--- src/fem_pkg.sv ---
`default_nettype none
package fem_pkg;
  typedef enum logic [1:0] {
    MODE_RECORD = 2'd0,
    MODE_CLOSE  = 2'd1,
    MODE_QUERY  = 2'd2,
    MODE_NONE   = 2'd3
  } mode_e;

  typedef enum logic [1:0] {
    REG_TARGET  = 2'd0,
    REG_MIN_TXN = 2'd1,
    REG_MIN_MUL = 2'd2,
    REG_NONE    = 2'd3
  } reg_e;

  typedef enum logic [2:0] {
    ST_IDLE,
    ST_DIV,
    ST_INS,
    ST_MED,
    ST_QMUL,
    ST_OUT
  } state_e;

  localparam logic [63:0] ALL_ONES   = 64'hFFFF_FFFF_FFFF_FFFF;
  localparam logic [63:0] BASE_LEVEL = 64'd256;

  // Insertion sweep control broadcast to every cell of the row.
  typedef struct packed {
    logic        shift;
    logic [63:0] level;
  } ins_ctl_t;
endpackage
`default_nettype wire

--- src/fem_cell.sv ---
`default_nettype none
// One slot of the sorted row. On a shift, a used slot keeps its value if it
// is not above the new level; otherwise it takes the new level if its left
// neighbor is not above it, and else takes its left neighbor's value.
module fem_cell (
  input  wire logic             clk_i,
  input  wire fem_pkg::ins_ctl_t ctl_i,
  input  wire logic             left_gt_i,
  input  wire logic [63:0]      left_val_i,
  input  wire logic             used_i,
  output logic                  gt_o,
  output logic [63:0]           val_o
);
  logic [63:0] val_q, val_d;

  assign gt_o  = used_i && (val_q > ctl_i.level);
  assign val_o = val_q;

  always_comb begin
    val_d = val_q;
    if (ctl_i.shift && (gt_o || !used_i)) begin
      if (left_gt_i) val_d = left_val_i;
      else           val_d = ctl_i.level;
    end
  end

  always_ff @(posedge clk_i) begin
    val_q <= val_d;
  end
endmodule
`default_nettype wire

--- config.mk ---
export PLATFORM = sky130hd
export DESIGN_NAME = fem_cell
export DESIGN_NICKNAME = d
export VERILOG_FILES = /design/src/fem_pkg.sv /design/src/fem_cell.sv
export SDC_FILE = /design/constraint.sdc
export NUM_CORES = 1
export LEC_CHECK = 0
export ABC_CLOCK_PERIOD_IN_PS = 15400
export BUFFER_PORTS_ARGS = -buffer_cell sky130_fd_sc_hd__buf_2
export CORE_MARGIN = 8
export CORE_UTILIZATION = 51
export DETAILED_ROUTE_END_ITERATION = 8
export PLACE_DENSITY_LB_ADDON = 0.25
export SLEW_MARGIN = 40
export SYNTH_ARGS = -nofsm -noshare
export SYNTH_HDL_FRONTEND = slang
export SYNTH_SLANG_ARGS = --single-unit
--- constraint.sdc ---
create_clock -name clk_i -period 15.4 [get_ports clk_i]
set_clock_uncertainty 0.1 [all_clocks]
set_input_delay 3.08 -clock clk_i [delete_from_list [all_inputs] [get_ports clk_i]]
set_output_delay 3.08 -clock clk_i [all_outputs]
set_load 0.05 [all_outputs]
### Word-level counts from Yosys, hierarchy flattened

Cells that the tools add are included.

* word-level logic and storage cells: 7
* output and inout port bits: 65
* input bits: 132
* bits in registers: 64

* reductions and logical operators: 4
* magnitude comparators: 1
* multiplexer cells: 1

Operator list (number)
* 64-bit > comparator: 1
* 64-bit two-way mux: 1
* 1-bit logical AND: 2
* 1-bit logical NOT: 1
* 1-bit logical OR: 1

### Depth between registers and ports, before layout

* word-level depth: 4
* depth in mapped cells: 8
* mapped depth without buffers: 8

### Least setup slack after synthesis

No wires, ideal clock.

* path type: in2out
* from: input ctl_i[42] (netlist name)
* to: output gt_o
* buffers on the path: 0
* slack: 7.075 ns
* data arrival time: 5.145 ns
* cell stages on the path: 8
* data required time: 12.220 ns
* cells stage by stage: inv_1 ha_1 nand4_4 nor4_4 nand2_1 a41oi_2 o31ai_1 a31oi_1

* cells in the longest elaborated chain, start to end: 2

Ends and longest elaborated chain
* start, declared: RTL line fem_cell.sv:7 `input wire fem_pkg::ins_ctl_t ctl_i,`
* 64-bit > comparator: RTL line fem_cell.sv:16 `assign gt_o = used_i && (val_q > ctl_i.level);`
* 1-bit logical AND: RTL line fem_cell.sv:16
* end, declared: RTL line fem_cell.sv:11 `output logic gt_o,`

No other way between the ends.

### Worst setup path in the final report

* from: input ctl_i[19] (netlist name)
* to: output gt_o

Same word-level chain as after synthesis.

==> metrics.yaml <==
initial_core_util: 0.522
cts_resized: 0
synth-edff-count: 64
ys_seq_elements: 64
synth_top_area_frac: 0.453
fin_ws_ns: 7.03
final_layout_size_suffix_gt1_frac: 0.342
async_flop_share: 0
synthDistinctLibCells: 34
worst_slew_pin_slew_ns: 0.751
rows: 33
timing.final.crit_period_ns: 8.37
yosysSeqAreaShare: 0.453
grt_max_degree: 128
numCtsBuffers: 9
grt_overflow: 0
yosysMostFrequentCell: "nand2_1"
place_ws_ns: 7.02
die_area_mm2: 0.0115
final.setup.tns_ns: 0
viasPerCell: 5.19
yosys-top-cells-count: "nand2_1, o21ai_0, inv_1"
postCtsSetupBuffers: 0
synth-main-ff-cell: "edfxtp_1"
numPortBuffers: 196
core_area_mm2: 0.00813
setup_viol: 0
die_h_um: 107
r2r_setup_slack_ns: 12.30
path_class: "primary input to primary output"
fin_cells: 746
gp_congestion: 0.828
layout.nets: 831
cap_violations: 0
arrival_ns: 5.19
ant_nets: 0
post_drt_wl_per_cell_um: 15.8
synthCells: 440
post-route-period-util: 0.543
clockBufferDepth: 2
avgSynthCellArea_um2: 9.65
largest_register_ffs: 64
antenna_found_initial: 2
clk_pin_slew_worst_paths_ns: 0.08
hold_slack_ns: 1.34
grt_pass1_wl_um: 19000
relSlewSlack: 0.499
cts_tree: "built"
vias: 3870
grtUsageTotal: 0.204
power_density_mw_per_mm2: 90.2
max_freq_mhz: 120
synth_area_leaders: "edfxtp_1, ha_1, o21ai_0"
drtIter0Drc: 163
final_area_mm2: 0.00552
grt_setup_unrepaired: "false"
cts_root_buffer: "clkbuf_8"
synth_top_area_cell: "edfxtp_1"
die_x_um: 107
maxSlewViolCount: 0
hpwl_um: 9680
path_max_fanout: 2
syn_to_final_growth_pct: 30.0
cts-hold-fix-buffers: 0
drt_wl_total_um: 11800
worstSkewPairLatency_ns: 0.34
grt_pass1_vias: 4141
drc: 0
placedCellCount: 729
drt-pass1-iter-count: 5
status: "finished clean"
yosys_warnings: 0
cp.required_ns: 12.22
vdd_drop_max_mv: 0.0562
finalHoldViolations: 0
holdCritPathClass: "flip-flop to flip-flop"
startpoint_type: "primary input"
ios: 197
placed_cell_area_mm2: 0.00534
end_kind: "primary output"
htree_levels: 3
cts.sinks: 64
syn_nets: 636
leakagePower_nw: 2.80
syn_area_mm2: 0.00425
==> worst max-delay path, cell delays in order <==
cell	delay [ns]
buf_2	0.07
inv_1	0.05
ha_1	0.31
a21oi_1	0.14
o21ai_0	0.10
a221oi_1	0.44
o21ai_2	0.12
o31ai_1	0.49
a31oi_1	0.14
buf_2	0.24
==> area by class of cell <==
cell class	instances	area, um^2
inverters	69	259
flip-flops and latches	64	1920
clock buffers	10	128
multi-input cells	293	2020
well taps	105	131
clock inverters	6	50.0
fillers	688	2620
diodes	1	2.50
repair buffers	198	1000
==> cell usage in the layout (no fill, tap or decap), drive strengths merged <==
cell type	synthesis	final
buf	0	198
nand2	78	78
o21ai	75	75
inv	69	69
ha	64	64
edfxtp	64	64
a21oi	21	21
nand4	13	13
clkbuf	14	10
nor3	5	5
clkinv	0	5
nor2	4	4
a21o	4	4
nand3	4	4
nor4	4	4
a221oi	3	3
a211oi	2	2
and4	2	2
a22oi	2	2
a31oi	2	2
nand2b	2	2
diode	0	1
mux2	1	1
or3	1	1
o2111ai	1	1
a41oi	1	1
nor2b	1	1
o211a	1	1
o31ai	1	1
and3	1	1
bufinv	0	1
==> logic make-up after synthesis <==
group,synth area share
fa+ha+maj,0.189
flops,0.453
simple gates,0.134
compound gates,0.149
buf+inv,0.0734
mux,0.00265
==> final timing paths <==
kind | depth (start not counted) | endpoint | start
setup reg to reg | 8 | val_o[31] | val_o[42]
hold / removal | 6 | val_o[60] | val_o[48]
setup / recovery | 10 | gt_o | ctl_i[19]
hold reg to reg | 6 | val_o[60] | val_o[48]
==> per-stage QoR <==
step / power [mW] / utilization
after CTS: 0.501 / 0.678
after global routing: 0.522 / 0.678
after detailed placement: 0.366 / 0.656
after floorplan: 0.319 / -
after global placement: 0.361 / 0.656
final: 0.498 / 0.678
==> power breakdown <==
| part | total, mW | switching [mW] | internal, mW |
|---|---|---|---|
| clock network | 0.136 | 0.0633 | 0.0724 |
| registers | 0.217 | 0.00738 | 0.210 |
| logic | 0.145 | 0.0988 | 0.0459 |
| total | 0.498 | 0.169 | 0.328 |
==> metal layers <==
metal  vias to the layer above  global-route usage  routed length, um
li1                       1948                   -                  -
met1                      1750               0.225               4630
met2                       148               0.354               5770
met3                        22              0.0666               1110
met4                         2              0.0854                269
met5                         -                   0                 16
Power figures use the tool's default switching activity.
