File: src/fem_pkg.sv
`default_nettype none
package fem_pkg;
  typedef enum logic [1:0] {
    MODE_RECORD = 2'd0,
    MODE_CLOSE  = 2'd1,
    MODE_QUERY  = 2'd2,
    MODE_NONE   = 2'd3
  } mode_e;

  typedef enum logic [1:0] {
    REG_TARGET  = 2'd0,
    REG_MIN_TXN = 2'd1,
    REG_MIN_MUL = 2'd2,
    REG_NONE    = 2'd3
  } reg_e;

  typedef enum logic [2:0] {
    ST_IDLE,
    ST_DIV,
    ST_INS,
    ST_MED,
    ST_QMUL,
    ST_OUT
  } state_e;

  localparam logic [63:0] ALL_ONES   = 64'hFFFF_FFFF_FFFF_FFFF;
  localparam logic [63:0] BASE_LEVEL = 64'd256;

  // Insertion sweep control broadcast to every cell of the row.
  typedef struct packed {
    logic        shift;
    logic [63:0] level;
  } ins_ctl_t;
endpackage
`default_nettype wire

File: src/fem_divider.sv
`default_nettype none
// Restoring divider: quotient of a 120-bit dividend by a 64-bit divisor,
// one bit a cycle. Only the low 64 quotient bits are kept, saturating.
module fem_divider (
  input  wire logic         clk_i,
  input  wire logic         rst_ni,
  input  wire logic         start_i,
  input  wire logic [119:0] num_i,
  input  wire logic [63:0]  den_i,
  output logic              done_o,
  output logic [63:0]       quo_o
);
  localparam int unsigned NB = 120;
  logic [119:0] num_q, num_d;
  logic [64:0]  rem_q, rem_d;
  logic [63:0]  den_q, den_d;
  logic [63:0]  quo_q, quo_d;
  logic         sat_q, sat_d;
  logic [6:0]   cnt_q, cnt_d;
  logic         busy_q, busy_d;
  logic [65:0]  trial;

  always_comb begin
    num_d = num_q; rem_d = rem_q; den_d = den_q; quo_d = quo_q;
    sat_d = sat_q; cnt_d = cnt_q; busy_d = busy_q;
    trial = {rem_q, num_q[NB-1]} - {2'b0, den_q};
    if (start_i) begin
      num_d = num_i; rem_d = '0; den_d = den_i; quo_d = '0;
      sat_d = 1'b0; cnt_d = 7'(NB); busy_d = 1'b1;
    end else if (busy_q) begin
      num_d = {num_q[NB-2:0], 1'b0};
      if (!trial[65]) begin
        rem_d = trial[64:0];
      end else begin
        rem_d = {rem_q[63:0], num_q[NB-1]};
      end
      sat_d = sat_q | quo_q[63];
      quo_d = {quo_q[62:0], !trial[65]};
      cnt_d = cnt_q - 7'd1;
      if (cnt_q == 7'd1) busy_d = 1'b0;
    end
  end

  always_ff @(posedge clk_i or negedge rst_ni) begin
    if (!rst_ni) begin
      busy_q <= 1'b0;
      cnt_q  <= '0;
    end else begin
      busy_q <= busy_d;
      cnt_q  <= cnt_d;
    end
  end

  always_ff @(posedge clk_i) begin
    num_q <= num_d; rem_q <= rem_d; den_q <= den_d;
    quo_q <= quo_d; sat_q <= sat_d;
  end

  assign done_o = busy_q && (cnt_q == 7'd1);
  assign quo_o  = (sat_q | quo_q[63]) ? fem_pkg::ALL_ONES
                                      : {quo_q[62:0], !trial[65]};
endmodule
`default_nettype wire

File: config.mk
export PLATFORM = sky130hd
export DESIGN_NAME = fem_divider
export DESIGN_NICKNAME = d
export VERILOG_FILES = /design/src/fem_pkg.sv /design/src/fem_divider.sv
export SDC_FILE = /design/constraint.sdc
export NUM_CORES = 1
export LEC_CHECK = 0
export BUFFER_PORTS_ARGS = -buffer_cell sky130_fd_sc_hd__clkbuf_2
export CAP_MARGIN = 30
export CORE_ASPECT_RATIO = 0.7
export CORE_MARGIN = 1.5
export CORE_UTILIZATION = 45
export CTS_CLUSTER_SIZE = 25
export DETAILED_ROUTE_END_ITERATION = 10
export PLACE_DENSITY = 0.74
export SLEW_MARGIN = 10
export SYNTH_ARGS = -nofsm -noshare
export SYNTH_HDL_FRONTEND = slang
export SYNTH_SLANG_ARGS = --single-unit
export TNS_END_PERCENT = 100
File: constraint.sdc
create_clock -name clk_i -period 9.6 [get_ports clk_i]
set_input_delay 0 -clock clk_i [delete_from_list [all_inputs] [get_ports clk_i]]
set_output_delay 0 -clock clk_i [all_outputs]
set_load 0.1 [all_outputs]
Word level (Yosys, flattened, before mapping)
Index checks and enable logic that the tools add are counted.
Operators by class
  shift operators: 0
  bitwise operators: 1
  multiplexer cells: 9
  magnitude comparators: 0
  equal/unequal tests: 1
  multiply operators: 0
  $add $sub $neg: 2
  reductions and logical operators: 3
  divide/modulo/power cells: 0
Operators with widths (number)
  two-way mux 120 bit: 2
  subtractor 66 x 64 -> 66 bit: 1
  two-way mux 65 bit: 1
  two-way mux 64 bit: 1
  two-way mux 7 bit: 2
  == test 7 x 1 -> 1 bit (second input constant): 1
  subtractor 7 x 1 -> 7 bit (second input constant): 1
  two-way mux 1 bit: 3
  nonzero test 2 bit: 1
  logical AND 1 bit: 1
  zero test 1 bit: 1
  OR 1 bit: 1
Word-level totals
  memories kept: 0
  register bits: 322
  bits in writable memories: 0
  word-level logic and storage cells: 23
  bits in latches: 0
  memory bits (read-only): 0
  output and inout port bits: 65
  input port bits: 187

Logic depth before layout (Yosys ltp)
  word-level depth: 4
  gate-level depth with buffers: 15
  gate-level depth less buffers: 13

Least setup slack after synthesis
No wires, ideal clock.
  path kind: flip-flop to flip-flop
  from: reg busy_q
  to: reg num_q[0], enable pin
  buffers on the path: 2
  stages on the path, launching flop included: 5
  period minus slack after synthesis: 3760 ps
  setup time: 473 ps
  path slack: 5840 ps
  required time: 9127 ps
  arrival: 3288 ps
  cell sequence: dfrtp_1 > clkbuf_1 > nor2_1 > clkbuf_1 > inv_1
Between the ends
  word-level cells in the longest chain between the ends: 1
RTL lines
  start: declaration: RTL line fem_divider.sv:20  | logic busy_q, busy_d;
  start signal: assignment: RTL line fem_divider.sv:49  | busy_q <= busy_d;
  nonzero test 2 bit (no line)
  end signal: assignment: RTL line fem_divider.sv:55  | num_q <= num_d; rem_q <= rem_d; den_q <= den_d;
  end: declaration: RTL line fem_divider.sv:14  | logic [119:0] num_q, num_d;
No other way between the ends.
A chain may end at the register's enable or synchronous reset.

Worst setup path after layout
  from: reg den_q[41]
  to: out quo_o[0]
Between the ends
  word-level cells in the longest chain between the ends: 3
RTL lines
  start: declaration: RTL line fem_divider.sv:16  | logic [63:0] den_q, den_d;
  start signal: assignment: RTL line fem_divider.sv:55
  subtractor 66 x 64 -> 66 bit: RTL line fem_divider.sv:26  | trial = {rem_q, num_q[NB-1]} - {2'b0, den_q};
  zero test 1 bit: RTL line fem_divider.sv:61  | : {quo_q[62:0], !trial[65]};
  two-way mux 64 bit: RTL line fem_divider.sv:60  | assign quo_o = (sat_q | quo_q[63]) ? fem_pkg::ALL_ONES
  end: declaration: RTL line fem_divider.sv:11  | output logic [63:0] quo_o
No other way between the ends.

==> impl_metrics.yaml <==
routing:
  drc: 0
  via_count: 13944
  post_drt_wl_per_cell_um: 18.5
  first_pass_iters: 7
  drtAntennaViolNets: 0
  avgViaCountPerCell: 5.50
  routed_wl_mm: 46.9
  first_iter_violations: 1099
finish:
  multi_input_area_mm2: 0.00790
  syn2layout_area_growth_pct: 27.5
  most-common-layout-cells: "clkbuf_2 (250), dlygate4sd3_1 (187), edfxtp_1 (184), nand2_1 (156), nor2_1 (148)"
  final_common_cell: "clkbuf_2"
  fillCellCount: 3119
  layout.nets: 2272
  drive_gt1_share_pct: 22.2
  regArea_mm2: 0.00833
  post-route-util_pct: 58.2
timing:
  max_slew_margin_pct: 38.4
  setup-tns-final_ns: 0
  post-route-min-period_ns: 4.61
  worst_slew_pin_slew_ns: 0.914
  max_freq_ghz: 0.217
  hold_viol: 0
  finalCritPeriodShare_pct: 48.0
  grt_setup_unrepaired: "no"
  clock_skew_ns: 0.0280
  slew_viol_final: 0
  setup_violations: 0
logic_synthesis:
  avgSynthCellArea_um2: 10.4
  ys_ff_latch: 322
  yosys_warnings: 0
  ys_seq_area_share_pct: 49.1
  synth.distinct_cells: 73
  synthFlopType: "edfxtp_1"
  synthArstFlopShare_pct: 2.48
  synth_edf_count: 184
  synth_nets: 1885
  synthesis.area_mm2: 0.0169
  synthCells: 1631
floorplanning:
  row_count: 59
  start_util_pct: 45.6
  core_region_area_mm2: 0.0371
  ios: 252
  die_h_um: 165
  die_w_um: 235
  die-area_mm2: 0.0389
pwr:
  p_int_mw: 2.97
  ir_worst_vdd_v: 0.000152
  power_frac_clock_pct: 30.3
  power_switching_mw: 1.51
  p_per_area_mw_per_mm2: 208
  switching_share_pct: 33.7
  power_mw: 4.49
  leakage_nw: 9.84
  pwr-share-comb_pct: 31.4
  seqPwrFrac_pct: 38.3
hold_path:
  hold_class: "primary input to register"
cts:
  clock-sinks: 322
  cts_tree: "done"
  clkTransAtPathRegs_ns: 0.06
  clock_path_buffers: 3
  cts-root-buf: "clkbuf_16"
  cts_buffers: 35
  h-tree-depth: 2
  clkLatencyLatePin_ns: 0.54
global_routing:
  grt_start_max_net_pins: 92
  grt-ovfl-total: 0
  grt_pass1_vias: 13218
  grt_usage_pct: 23.3
  grt_antenna_before_repair: 2
  grt_pass1_wl_mm: 71.7
worst_setup_path:
  endpoint_kind: "output port"
  crit_required_ns: 9.60
  path_max_fanout: 58
  crit_path_top_delay_cell: "buf_4"
  cp_slowest_stage_delay_ns: 0.65
  critPathKind: "register to output port"
  arrival_ns: 4.61
  startpoint_type: "register"
  path_cells: "inv_1, ha_1, and4_1, nand3_1, or4b_1, o31ai_4, a31o_4, xnor2_4, buf_4, or3_1, clkbuf_2"
run:
  cap_violations: 0
place:
  hpwl_mm: 30.1
  place.gp.congestion: 0.958
  port_buffers: 251
outcome:
  status: "finished, final reports clean"
## power by group through the flow
stage	clock (mW)	sequential [mW]	combinational, mW
finish	1.36	1.72	1.41
detailed placement	0	1.74	1.31
CTS	1.38	1.71	1.38
global placement	0	1.73	1.27
floorplan	0	1.71	0.998
global route	1.44	1.73	1.54
## what timing repair did
item | in CTS | in global routing
hold endpoints to repair | 209 | 0
hold buffers | 187 | 0
buffers inserted | 0 | 0
gates resized for setup | 0 | 0
## cell usage after synthesis, drive strengths merged, types with 4 or more instances
master / n / area, um^2
o21bai: 14 / 105
nand3: 10 / 50.1
buf: 26 / 128
edfxtp: 184 / 5530
o21a: 15 / 113
xnor2: 35 / 314
nor4: 5 / 31.3
a21oi: 79 / 395
nand2b: 10 / 62.6
a31o: 7 / 70.1
a211oi: 6 / 50.1
nand4: 25 / 163
a31oi: 12 / 75.1
o211ai: 7 / 52.6
inv: 86 / 323
a311oi: 40 / 350
mux2i: 77 / 771
or3: 67 / 419
nand2: 156 / 586
dfrtp: 8 / 200
a32oi: 7 / 61.3
clkbuf: 77 / 289
a21boi: 4 / 30.0
dfxtp: 130 / 2600
o21ai: 63 / 315
nor2: 149 / 559
nor3: 23 / 120
nor2b: 7 / 43.8
o31ai: 6 / 58.8
xor2: 26 / 228
mux2: 119 / 1340
ha: 66 / 826
and2: 6 / 37.5
a21o: 35 / 263
a311o: 4 / 40.0
## final timing paths
kind | startpoint | to | slack, ns | cells after the start
worst min-delay path | den_i[29] | den_q[29] | 0.18 | 2
worst max register to register | den_q[41] | rem_q[61] | 5.39 | 11
max in group asynchronous | rst_ni | busy_q | 8.77 | 3
worst max-delay path | den_q[41] | quo_o[0] | 4.99 | 11
min in group asynchronous | rst_ni | cnt_q[0] | 0.51 | 3
worst min register to register | rem_q[24] | rem_q[24] | 0.47 | 2
## metal layers
| metal | part of all wire (%) | track usage, % |
|---|---|---|
| met5 | 0 | 0 |
| met3 | 7.6 | 5.30 |
| met4 | 2.1 | 6.20 |
| met1 | 47 | 33.5 |
| met2 | 44 | 35.2 |
## state kept, by name, summed over array words and instances (netlist names)
name / cells
busy_q: 1
cnt_q: 7
sat_q: 1
num_q: 120
rem_q: 65
quo_q: 64
den_q: 64
## final cells by class
class | count | area share (%)
antenna | 2 | 0.0232
timing repair buffer | 453 | 15.3
tap | 488 | 2.83
clock inverter | 16 | 0.955
inverter | 86 | 1.51
sequential | 322 | 38.6
clock buffer | 47 | 4.31
multi-input combinational | 1120 | 36.6
## critical path, delay by kind of cell, from the launching register on
family	cells	cell delay (ns)
simple gates	4	1.36
buf+inv	3	1.18
compound gates	2	0.60
fa+ha+maj	1	0.46
flops	1	0.34
xor+xnor	1	0.11
## logic make-up after synthesis
logic type | share of synthesized area, %
xor+xnor | 3.20
simple gates | 13.1
flops | 49.1
mux | 12.5
buf+inv | 4.36
fa+ha+maj | 4.99
compound gates | 12.7
## per-stage QoR
stage          hold slack (ns)  setup slack, ns  cell area, um^2  instances
6_report                 0.177             4.99            21600       2534
5_1_grt                  0.175             4.79            21600       2534
4_1_cts                  0.153             4.97            21500       2530
3_5_place_dp            -0.142             5.44            18500       2280
3_3_place_gp            -0.148             5.35            18500       2279
2_1_floorplan           -0.296             5.84            16900       1631
(Power assumes the default switching activity.)
